## src/rtl/core/dlle_pkg.sv

```systemverilog
// ============================================================================
// dlle_pkg: shared types and constants of the doubly linked list engine
// Pool size, pointer widths, request and status codes, item structs.
// ============================================================================
`default_nettype none

package dlle_pkg;

    // node pool size and derived widths
    localparam int CAPACITY = 32;
    localparam int ADDR_W   = (CAPACITY > 1) ? $clog2(CAPACITY) : 1;
    localparam int PTR_W    = $clog2(CAPACITY + 1);
    localparam int VALUE_W  = 32;
    localparam int POS_W    = 8;
    localparam int LEN_W    = 6;

    // null link code, one past the last node
    localparam logic [PTR_W-1:0] NIL = PTR_W'(CAPACITY);

    typedef enum logic [2:0] {
        REQ_INS_HEAD = 3'd0,
        REQ_INS_TAIL = 3'd1,
        REQ_INS_AT   = 3'd2,
        REQ_DEL_HEAD = 3'd3,
        REQ_DEL_TAIL = 3'd4,
        REQ_DEL_AT   = 3'd5,
        REQ_READ_FWD = 3'd6,
        REQ_READ_REV = 3'd7
    } req_code_t;

    typedef enum logic [1:0] {
        STATUS_OK    = 2'd0,
        STATUS_OOB   = 2'd1,
        STATUS_FULL  = 2'd2,
        STATUS_EMPTY = 2'd3
    } status_t;

    typedef struct packed {
        req_code_t                  req_type;
        logic signed [VALUE_W-1:0]  value;
        logic [POS_W-1:0]           position;
    } req_t;

    typedef struct packed {
        status_t                    status;
        logic signed [VALUE_W-1:0]  value_out;
        logic                       last;
        logic [LEN_W-1:0]           length;
    } result_t;

endpackage

`default_nettype wire

```

## src/rtl/core/dlle_ram.sv

```systemverilog
// ============================================================================
// dlle_ram: generic single-port-write, single-port-read memory
// One write and one registered read per cycle; read returns old data on
// a same-address collision.
// ============================================================================
`default_nettype none

module dlle_ram #(
    parameter int WIDTH = 32,
    parameter int DEPTH = 32
) (
    input  wire logic                                    clk,
    input  wire logic                                    we,
    input  wire logic [((DEPTH > 1) ? $clog2(DEPTH) : 1)-1:0] waddr,
    input  wire logic [WIDTH-1:0]                        wdata,
    input  wire logic [((DEPTH > 1) ? $clog2(DEPTH) : 1)-1:0] raddr,
    output logic      [WIDTH-1:0]                        rdata
);

    logic [WIDTH-1:0] mem [DEPTH];
    logic [WIDTH-1:0] rdata_reg;

    always_ff @(posedge clk)
    begin
        if (we)
        begin
            mem[waddr] <= wdata;
        end
        rdata_reg <= mem[raddr];
    end

    assign rdata = rdata_reg;

endmodule

`default_nettype wire

```

## src/rtl/core/doubly_linked_list_engine_unit.sv

```systemverilog
// ============================================================================
// doubly_linked_list_engine_unit: linked list of signed values in node memories
// Insert, delete and read requests on a doubly linked list kept in three
// synchronous memories (value, next link, prev link).
// ============================================================================
// sequence: a rejected request (out of bounds, full, empty) strobes its result
//   in the cycle after the accept; an insert/delete at position p walks the
//   next links in ST_WALK, then passes ST_INS_RD, ST_INS_LINK and ST_INS_FIX
//   (or ST_DEL_RD, ST_DEL_UNLINK and ST_DEL_FIX) into the result register; a
//   read of n elements fetches its first node, then strobes one item per cycle
// issue: one request at a time, taken only while idle; a rejection leaves the
//   block idle, other requests keep it busy until their final result, walking
//   the link memories one node per cycle through their registered read port
// reset: rst_n clears the control state, then a pass over all CAPACITY nodes
//   rebuilds the free list in the link memories while busy stays high
// results leave on a one-cycle strobe; the receiver cannot stall
`default_nettype none

module doubly_linked_list_engine_unit (
    input  wire logic             clk,
    input  wire logic             rst_n,
    input  wire logic             start,
    input  wire dlle_pkg::req_t   req,
    output logic                  busy,
    output dlle_pkg::result_t     result,
    output logic                  result_valid
);

    localparam int AW = dlle_pkg::ADDR_W;
    localparam int PW = dlle_pkg::PTR_W;
    localparam int VW = dlle_pkg::VALUE_W;

    typedef enum logic [3:0] {
        ST_CLEAR,
        ST_IDLE,
        ST_WALK,
        ST_INS_RD,
        ST_INS_LINK,
        ST_INS_FIX,
        ST_DEL_RD,
        ST_DEL_UNLINK,
        ST_DEL_FIX,
        ST_READ
    } state_t;

    // sequencer registers
    state_t              state_reg,     state_next;
    logic [AW-1:0]       clr_reg,       clr_next;
    logic [PW-1:0]       cur_reg,       cur_next;      // walk / read pointer
    logic                pend_reg,      pend_next;     // link read in flight
    logic                rev_reg,       rev_next;      // follow prev links
    logic                is_ins_reg,    is_ins_next;
    logic [PW-1:0]       cnt_reg,       cnt_next;      // steps or items left
    logic [PW-1:0]       tgt_reg,       tgt_next;      // node at position
    logic [PW-1:0]       lnk_a_reg,     lnk_a_next;    // neighbor before
    logic [PW-1:0]       lnk_b_reg,     lnk_b_next;    // neighbor after
    logic [PW-1:0]       node_reg,      node_next;     // newly taken node
    logic [VW-1:0]       val_reg,       val_next;

    // list anchors
    logic [PW-1:0]       head_reg,      head_next;
    logic [PW-1:0]       tail_reg,      tail_next;
    logic [PW-1:0]       free_reg,      free_next;
    logic [PW-1:0]       count_reg,     count_next;

    // result register
    dlle_pkg::result_t   result_reg,    result_next;
    logic                result_valid_reg, result_valid_next;

    // memory ports
    logic                val_we;
    logic [AW-1:0]       val_waddr, val_raddr;
    logic [VW-1:0]       val_wdata, val_rdata;
    logic                nxt_we;
    logic [AW-1:0]       nxt_waddr, nxt_raddr;
    logic [PW-1:0]       nxt_wdata, nxt_rdata;
    logic                prv_we;
    logic [AW-1:0]       prv_waddr, prv_raddr;
    logic [PW-1:0]       prv_wdata, prv_rdata;

    logic [PW-1:0]       cur_c;
    logic [PW-1:0]       a_c;
    logic [8:0]          pos9;
    logic [8:0]          cnt9;
    logic [8:0]          p9;

    dlle_ram #(.WIDTH(VW), .DEPTH(dlle_pkg::CAPACITY)) u_val_ram (
        .clk   (clk),
        .we    (val_we),
        .waddr (val_waddr),
        .wdata (val_wdata),
        .raddr (val_raddr),
        .rdata (val_rdata)
    );

    dlle_ram #(.WIDTH(PW), .DEPTH(dlle_pkg::CAPACITY)) u_nxt_ram (
        .clk   (clk),
        .we    (nxt_we),
        .waddr (nxt_waddr),
        .wdata (nxt_wdata),
        .raddr (nxt_raddr),
        .rdata (nxt_rdata)
    );

    dlle_ram #(.WIDTH(PW), .DEPTH(dlle_pkg::CAPACITY)) u_prv_ram (
        .clk   (clk),
        .we    (prv_we),
        .waddr (prv_waddr),
        .wdata (prv_wdata),
        .raddr (prv_raddr),
        .rdata (prv_rdata)
    );

    function automatic dlle_pkg::result_t mk_result(
        input dlle_pkg::status_t st,
        input logic [VW-1:0]     v,
        input logic              lst,
        input logic [PW-1:0]     cnt
    );
        dlle_pkg::result_t r;
        r.status    = st;
        r.value_out = v;
        r.last      = lst;
        r.length    = dlle_pkg::LEN_W'(cnt);
        return r;
    endfunction

    // pointer just fetched from a link memory, or the held one on the first step
    assign cur_c = pend_reg ? (rev_reg ? prv_rdata : nxt_rdata) : cur_reg;

    // predecessor of the insert point: tail when appending, else prev of target
    assign a_c = (tgt_reg == dlle_pkg::NIL) ? tail_reg : prv_rdata;

    assign pos9 = {1'b0, req.position};
    assign cnt9 = 9'(count_reg);

    // 1-based position the request refers to
    always_comb
    begin
        case (req.req_type)
            dlle_pkg::REQ_INS_HEAD: p9 = 9'd1;
            dlle_pkg::REQ_INS_TAIL: p9 = cnt9 + 9'd1;
            dlle_pkg::REQ_DEL_HEAD: p9 = 9'd1;
            dlle_pkg::REQ_DEL_TAIL: p9 = cnt9;
            default:                p9 = pos9;
        endcase
    end

    always_comb
    begin
        state_next        = state_reg;
        clr_next          = clr_reg;
        cur_next          = cur_reg;
        pend_next         = pend_reg;
        rev_next          = rev_reg;
        is_ins_next       = is_ins_reg;
        cnt_next          = cnt_reg;
        tgt_next          = tgt_reg;
        lnk_a_next        = lnk_a_reg;
        lnk_b_next        = lnk_b_reg;
        node_next         = node_reg;
        val_next          = val_reg;
        head_next         = head_reg;
        tail_next         = tail_reg;
        free_next         = free_reg;
        count_next        = count_reg;
        result_next       = result_reg;
        result_valid_next = 1'b0;

        val_we    = 1'b0;
        val_waddr = free_reg[AW-1:0];
        val_wdata = val_reg;
        val_raddr = cur_c[AW-1:0];
        nxt_we    = 1'b0;
        nxt_waddr = tgt_reg[AW-1:0];
        nxt_wdata = free_reg;
        nxt_raddr = cur_c[AW-1:0];
        prv_we    = 1'b0;
        prv_waddr = tgt_reg[AW-1:0];
        prv_wdata = dlle_pkg::NIL;
        prv_raddr = cur_c[AW-1:0];

        case (state_reg)
            // rebuild the free list: node i links to i+1, prev links are null
            ST_CLEAR:
            begin
                nxt_we    = 1'b1;
                nxt_waddr = clr_reg;
                nxt_wdata = PW'(clr_reg) + PW'(1);
                prv_we    = 1'b1;
                prv_waddr = clr_reg;
                prv_wdata = dlle_pkg::NIL;
                if (clr_reg == AW'(dlle_pkg::CAPACITY - 1))
                begin
                    state_next = ST_IDLE;
                end
                else
                begin
                    clr_next = clr_reg + AW'(1);
                end
            end

            ST_IDLE:
            begin
                if (start)
                begin
                    pend_next = 1'b0;
                    rev_next  = 1'b0;
                    case (req.req_type)
                        dlle_pkg::REQ_INS_HEAD,
                        dlle_pkg::REQ_INS_TAIL,
                        dlle_pkg::REQ_INS_AT:
                        begin
                            if (p9 == 9'd0 || p9 > cnt9 + 9'd1)
                            begin
                                result_next = mk_result(dlle_pkg::STATUS_OOB, '0, 1'b1,
                                                        count_reg);
                                result_valid_next = 1'b1;
                            end
                            else if (count_reg == PW'(dlle_pkg::CAPACITY))
                            begin
                                result_next = mk_result(dlle_pkg::STATUS_FULL, '0, 1'b1,
                                                        count_reg);
                                result_valid_next = 1'b1;
                            end
                            else
                            begin
                                is_ins_next = 1'b1;
                                val_next    = req.value;
                                // past the end the new node goes after the tail
                                if (p9 > cnt9)
                                begin
                                    cur_next = dlle_pkg::NIL;
                                    cnt_next = '0;
                                end
                                else
                                begin
                                    cur_next = head_reg;
                                    cnt_next = PW'(p9 - 9'd1);
                                end
                                state_next = ST_WALK;
                            end
                        end

                        dlle_pkg::REQ_DEL_HEAD,
                        dlle_pkg::REQ_DEL_TAIL,
                        dlle_pkg::REQ_DEL_AT:
                        begin
                            if (count_reg == '0)
                            begin
                                result_next = mk_result(dlle_pkg::STATUS_EMPTY, '0, 1'b1,
                                                        count_reg);
                                result_valid_next = 1'b1;
                            end
                            else if (p9 == 9'd0 || p9 > cnt9)
                            begin
                                result_next = mk_result(dlle_pkg::STATUS_OOB, '0, 1'b1,
                                                        count_reg);
                                result_valid_next = 1'b1;
                            end
                            else
                            begin
                                is_ins_next = 1'b0;
                                if (req.req_type == dlle_pkg::REQ_DEL_TAIL)
                                begin
                                    cur_next = tail_reg;
                                    cnt_next = '0;
                                end
                                else
                                begin
                                    cur_next = head_reg;
                                    cnt_next = PW'(p9 - 9'd1);
                                end
                                state_next = ST_WALK;
                            end
                        end

                        dlle_pkg::REQ_READ_FWD,
                        dlle_pkg::REQ_READ_REV:
                        begin
                            if (count_reg == '0)
                            begin
                                result_next = mk_result(dlle_pkg::STATUS_EMPTY, '0, 1'b1,
                                                        count_reg);
                                result_valid_next = 1'b1;
                            end
                            else
                            begin
                                rev_next   = (req.req_type == dlle_pkg::REQ_READ_REV);
                                cur_next   = (req.req_type == dlle_pkg::REQ_READ_REV)
                                             ? tail_reg : head_reg;
                                cnt_next   = count_reg;
                                state_next = ST_READ;
                            end
                        end

                        default:
                        begin
                            state_next = ST_IDLE;
                        end
                    endcase
                end
            end

            // follow next links one node per cycle
            ST_WALK:
            begin
                nxt_raddr = cur_c[AW-1:0];
                cur_next  = cur_c;
                if (cnt_reg == '0)
                begin
                    tgt_next   = cur_c;
                    pend_next  = 1'b0;
                    state_next = is_ins_reg ? ST_INS_RD : ST_DEL_RD;
                end
                else
                begin
                    cnt_next  = cnt_reg - PW'(1);
                    pend_next = 1'b1;
                end
            end

            // fetch the free list successor and the target's predecessor
            ST_INS_RD:
            begin
                nxt_raddr  = free_reg[AW-1:0];
                prv_raddr  = tgt_reg[AW-1:0];
                state_next = ST_INS_LINK;
            end

            ST_INS_LINK:
            begin
                val_we     = 1'b1;
                val_waddr  = free_reg[AW-1:0];
                val_wdata  = val_reg;
                nxt_we     = 1'b1;
                nxt_waddr  = free_reg[AW-1:0];
                nxt_wdata  = tgt_reg;
                prv_we     = 1'b1;
                prv_waddr  = free_reg[AW-1:0];
                prv_wdata  = a_c;
                lnk_a_next = a_c;
                node_next  = free_reg;
                free_next  = nxt_rdata;
                state_next = ST_INS_FIX;
            end

            // hook the neighbors onto the new node
            ST_INS_FIX:
            begin
                if (lnk_a_reg != dlle_pkg::NIL)
                begin
                    nxt_we    = 1'b1;
                    nxt_waddr = lnk_a_reg[AW-1:0];
                    nxt_wdata = node_reg;
                end
                else
                begin
                    head_next = node_reg;
                end
                if (tgt_reg != dlle_pkg::NIL)
                begin
                    prv_we    = 1'b1;
                    prv_waddr = tgt_reg[AW-1:0];
                    prv_wdata = node_reg;
                end
                else
                begin
                    tail_next = node_reg;
                end
                count_next        = count_reg + PW'(1);
                result_next       = mk_result(dlle_pkg::STATUS_OK, '0, 1'b1,
                                              count_reg + PW'(1));
                result_valid_next = 1'b1;
                state_next        = ST_IDLE;
            end

            ST_DEL_RD:
            begin
                nxt_raddr  = tgt_reg[AW-1:0];
                prv_raddr  = tgt_reg[AW-1:0];
                state_next = ST_DEL_UNLINK;
            end

            // push the node onto the free list, fix head and tail
            ST_DEL_UNLINK:
            begin
                nxt_we     = 1'b1;
                nxt_waddr  = tgt_reg[AW-1:0];
                nxt_wdata  = free_reg;
                prv_we     = 1'b1;
                prv_waddr  = tgt_reg[AW-1:0];
                prv_wdata  = dlle_pkg::NIL;
                free_next  = tgt_reg;
                lnk_a_next = prv_rdata;
                lnk_b_next = nxt_rdata;
                if (prv_rdata == dlle_pkg::NIL)
                begin
                    head_next = nxt_rdata;
                end
                if (nxt_rdata == dlle_pkg::NIL)
                begin
                    tail_next = prv_rdata;
                end
                count_next = count_reg - PW'(1);
                state_next = ST_DEL_FIX;
            end

            // join the neighbors around the removed node
            ST_DEL_FIX:
            begin
                if (lnk_a_reg != dlle_pkg::NIL)
                begin
                    nxt_we    = 1'b1;
                    nxt_waddr = lnk_a_reg[AW-1:0];
                    nxt_wdata = lnk_b_reg;
                end
                if (lnk_b_reg != dlle_pkg::NIL)
                begin
                    prv_we    = 1'b1;
                    prv_waddr = lnk_b_reg[AW-1:0];
                    prv_wdata = lnk_a_reg;
                end
                result_next       = mk_result(dlle_pkg::STATUS_OK, '0, 1'b1, count_reg);
                result_valid_next = 1'b1;
                state_next        = ST_IDLE;
            end

            // one node fetched per cycle, its value passed from the read port into the result register
            ST_READ:
            begin
                val_raddr = cur_c[AW-1:0];
                nxt_raddr = cur_c[AW-1:0];
                prv_raddr = cur_c[AW-1:0];
                cur_next  = cur_c;
                if (cnt_reg != '0)
                begin
                    cnt_next  = cnt_reg - PW'(1);
                    pend_next = 1'b1;
                end
                else
                begin
                    pend_next = 1'b0;
                end
                if (pend_reg)
                begin
                    result_next       = mk_result(dlle_pkg::STATUS_OK, val_rdata,
                                                  (cnt_reg == '0), count_reg);
                    result_valid_next = 1'b1;
                    if (cnt_reg == '0)
                    begin
                        state_next = ST_IDLE;
                    end
                end
            end

            default:
            begin
                state_next = ST_IDLE;
            end
        endcase
    end

    always_ff @(posedge clk or negedge rst_n)
    begin
        if (!rst_n)
        begin
            state_reg        <= ST_CLEAR;
            clr_reg          <= '0;
            cur_reg          <= dlle_pkg::NIL;
            pend_reg         <= 1'b0;
            rev_reg          <= 1'b0;
            is_ins_reg       <= 1'b0;
            cnt_reg          <= '0;
            tgt_reg          <= dlle_pkg::NIL;
            lnk_a_reg        <= dlle_pkg::NIL;
            lnk_b_reg        <= dlle_pkg::NIL;
            node_reg         <= '0;
            val_reg          <= '0;
            head_reg         <= dlle_pkg::NIL;
            tail_reg         <= dlle_pkg::NIL;
            free_reg         <= '0;
            count_reg        <= '0;
            result_reg       <= '0;
            result_valid_reg <= 1'b0;
        end
        else
        begin
            state_reg        <= state_next;
            clr_reg          <= clr_next;
            cur_reg          <= cur_next;
            pend_reg         <= pend_next;
            rev_reg          <= rev_next;
            is_ins_reg       <= is_ins_next;
            cnt_reg          <= cnt_next;
            tgt_reg          <= tgt_next;
            lnk_a_reg        <= lnk_a_next;
            lnk_b_reg        <= lnk_b_next;
            node_reg         <= node_next;
            val_reg          <= val_next;
            head_reg         <= head_next;
            tail_reg         <= tail_next;
            free_reg         <= free_next;
            count_reg        <= count_next;
            result_reg       <= result_next;
            result_valid_reg <= result_valid_next;
        end
    end

    assign busy         = (state_reg != ST_IDLE);
    assign result       = result_reg;
    assign result_valid = result_valid_reg;

endmodule

`default_nettype wire

```

## config.mk

```make
export PLATFORM = sky130hd
export DESIGN_NAME = doubly_linked_list_engine_unit
export DESIGN_NICKNAME = d
export VERILOG_FILES = /design/src/rtl/core/dlle_pkg.sv /design/src/rtl/core/dlle_ram.sv /design/src/rtl/core/doubly_linked_list_engine_unit.sv
export SDC_FILE = /design/constraint.sdc
export NUM_CORES = 2
export LEC_CHECK = 0
export BUFFER_PORTS_ARGS = -buffer_cell sky130_fd_sc_hd__buf_2
export CAP_MARGIN = 20
export CORE_MARGIN = 2
export CORE_UTILIZATION = 35
export DETAILED_ROUTE_END_ITERATION = 12
export PLACE_DENSITY_LB_ADDON = 0.15
export SYNTH_ARGS = -nofsm -noshare
export SYNTH_HDL_FRONTEND = slang
export SYNTH_SLANG_ARGS = --single-unit
```

## constraint.sdc

```tcl
create_clock -name clk -period 8.8 [get_ports clk]
set_input_delay 1.32 -clock clk [delete_from_list [all_inputs] [get_ports clk]]
set_output_delay 1.32 -clock clk [all_outputs]
set_load 0.005 [all_outputs]
```

==> summary.md <==
| Metric | Value |
|---|---|
| Status | `finished clean` |
| Vias | `35.9k` |
| Clock Skew | `36.4 ps` |
| Final Hold Vio Count | `0` |
| Largest net degree at the start of global routing | `121` |
| Die Span Y | `432 µm` |
| Syn_area_per_cell | `16.0 µm²` |
| Fin nets | `4186` |
| Clock sink total | `1598` |
| DRC | `0` |
| Post-DP HPWL | `92.1 mm` |
| Sequential-to-total area share from yosys stat | `0.731` |
| Post-place setup slack | `2670 ps` |
| Total Wirelength | `179 mm` |
| CTS Buf Count | `170` |
| Routability cong. | `0.842` |
| Synth Flop Type | `edfxtp_1` |
| Largest family of logic cells by synthesized area | `multiplexers` |
| Die Area | `186000 µm²` |
| Max Cap Viol | `0` |
| Total power | `27.1 mW` |
| Avg Vias per Cell | `5.41` |
| Slew Viols, Final | `0` |
| Compound-Gate Fraction of Synth Area | `0.0484` |
| CP startpoint kind | `flop` |
| Simple-gate share of the synthesized area | `0.0842` |
| TNS Setup | `0 ps` |
| Post-CTS Hold Buffers | `0` |
| Syn Inst Count | `4005` |
| Clock Latency Late Sink | `820 ps` |
| Commonest cells after routing, fill and taps aside | `edfxtp_1 (1408), nand2_1 (741), mux4_2 (269), clkbuf_16 (173), nor2_1 (167)` |
| Worst setup EP type | `flop` |
| Worst slew pin tran | `1110 ps` |
| Share of cells above drive strength 1 | `0.189` |
| Worst setup margin | `3190 ps` |
| Asr flop ratio synth | `0.0914` |
| Synth Net Count | `4072` |
| CTS root buf | `clkbuf_16` |
| Worst Hold Class | `reg2reg` |
| Number of global-route vias before repair | `36.3k` |
| WS Path Type | `reg2reg` |
| Initial Util | `0.351` |
| Largest registers | `u_val_ram.mem: 1024 flops, u_nxt_ram.mem: 192 flops, u_prv_ram.mem: 192 flops` |
| Tcrit/Tclk final | `0.638` |
| Post-CTS Setup Repair Bufs | `0` |
| Crit path required time | `9500 ps` |
| Synth warn | `0` |
| Post-route ant nets | `0` |
| Number of top-level pins | `89` |
| H-tree depth | `4` |
| #FFs+latches synth | `1598` |
| GRT overflow | `0` |
| CTS tree | `done` |
| Adder-Cell Fraction of Synth Area | `0.00410` |
| WP data arrival | `6310 ps` |
| Netlist Area Pre-Place | `64000 µm²` |
| Core box area | `182000 µm²` |
| First-pass DRT Iterations | `6` |
| Pwr/cell area | `371 nW/µm²` |
| Initial antenna violation count | `3` |
| Most common cell after layout, fill and taps aside | `edfxtp_1` |
| Post-synthesis mux area share | `0.111` |
| CTS resizes | `0` |
| # rows | `157` |
| Critical Path Fanout Max | `22` |
| LEAKAGE | `24.3 nW` |
| Number of synthesized flops with an enable pin | `1408` |
| Port Buf Inserts | `88` |
| RSZ-0062 raised after global routing | `false` |
| Fmax | `178 MHz` |
| First-pass GRT wire length | `261 mm` |
| Top reg by flops | `u_val_ram.mem` |
| Worst vdd ir | `0.000315 V` |
| Synth cell types | `82` |
| Max Buffers Root-to-Sink | `3` |
| Die Width | `432 µm` |
| Total GRT Usage | `0.192` |
| 1st-iter DRT viols | `3400` |
| Fin crit period | `5610 ps` |
| Wire per inst | `27.0 µm` |
| Setup-failing EPs final | `0` |
| Post-synthesis xor/xnor area fraction | `0.00342` |
| Worst-path clk slew | `60 ps` |
| Normalized max-slew margin | `0.257` |
| Max FFs per register | `1024` |
| Area growth syn-to-layout | `14.3%` |
worst max-delay path: stages (launching register included):
cell	delay [ps]
dfrtp_1	540
clkinv_1	330
nor3_1	560
mux2i_1	230
and2_0	380
inv_1	180
ha_1	360
and4_1	210
o21a_1	110
o41ai_1	600
nand2_1	110
a21oi_1	280
and3_2	630
buf_4	520
mux2_2	380
through the flow:
| stage | instances | instance area (µm²) | util | hold WS (ps) |
|---|---|---|---|---|
| finish | 6647 | 73200 | 0.401 | 428 |
| global route | 6646 | 73200 | 0.401 | 452 |
| CTS | 6643 | 73100 | 0.401 | 429 |
| detailed placement | 6329 | 67600 | 0.370 | 420 |
| global placement | 6329 | 67600 | 0.370 | 422 |
| floorplan | 4005 | 64000 | - | 409 |
area by class of cell:
cell class                 count  area, µm²
inverter                      22       82.6
clock inverter                71        774
fill                       16600     109000
antenna                        1       2.50
clock buffer                 243       4730
tap                         2385       2980
sequential                  1598      46800
multi-input combinational   2149      16500
timing repair buffer         178       1250
path summary, 6_finish.rpt:
path / from / to / slack (ps) / cells past startpoint
min in group asynchronous: rst_n / val_reg[19] / 500 / 1
setup / recovery: count_reg[4] / val_reg[5] / 3190 / 14
max in group asynchronous: rst_n / result[0] / 7120 / 2
hold / removal: u_val_ram.rdata[20] / result[27] / 430 / 2
hold reg to reg: u_val_ram.rdata[20] / result[27] / 430 / 2
setup reg to reg: count_reg[4] / val_reg[5] / 3190 / 14
cells by family (layout without fill, tap and decap cells):
| kind of cell | after synthesis | in the layout |
|---|---|---|
| DFF | 1598 | 1598 |
| and+or+nand+nor | 1256 | 1256 |
| AOI/OAI and AO/OA | 478 | 478 |
| muxes | 369 | 369 |
| buffers and inverters | 258 | 514 |
| xor gates and xnor gates | 25 | 25 |
| adders and majority gates | 21 | 21 |
| other | 0 | 1 |
cell usage after synthesis, types with 44 or more instances:
cell / count / area share
edfxtp_1: 1408 / 0.66
nand2_1: 741 / 0.043
mux4_2: 269 / 0.095
nor2_1: 200 / 0.012
clkbuf_1: 144 / 0.0084
dfrtp_1: 140 / 0.055
nand3_1: 137 / 0.011
a21oi_1: 121 / 0.0095
o21ai_0: 91 / 0.0071
a31oi_1: 59 / 0.0058
mux2_2: 51 / 0.0090
buf_2: 50 / 0.0039
mux2i_1: 49 / 0.0077
and3_1: 47 / 0.0046
dfxtp_1: 44 / 0.014
power breakdown:
| part | switching [mW] | internal, mW | total [mW] |
|---|---|---|---|
| Clock | 3.04 | 4.04 | 7.07 |
| Combinational | 5.89 | 3.43 | 9.32 |
| Sequential | 1.02 | 9.72 | 10.7 |
metal layers:
metal,GRT usage,share of wire,vias to the layer above
met1,0.272,0.45,19000
met5,0,0,-
met3,0.0268,0.048,236
met4,0.0490,0.021,0
li1,-,-,15700
met2,0.311,0.48,985
Note: power is estimated with default switching activity, not from simulation.
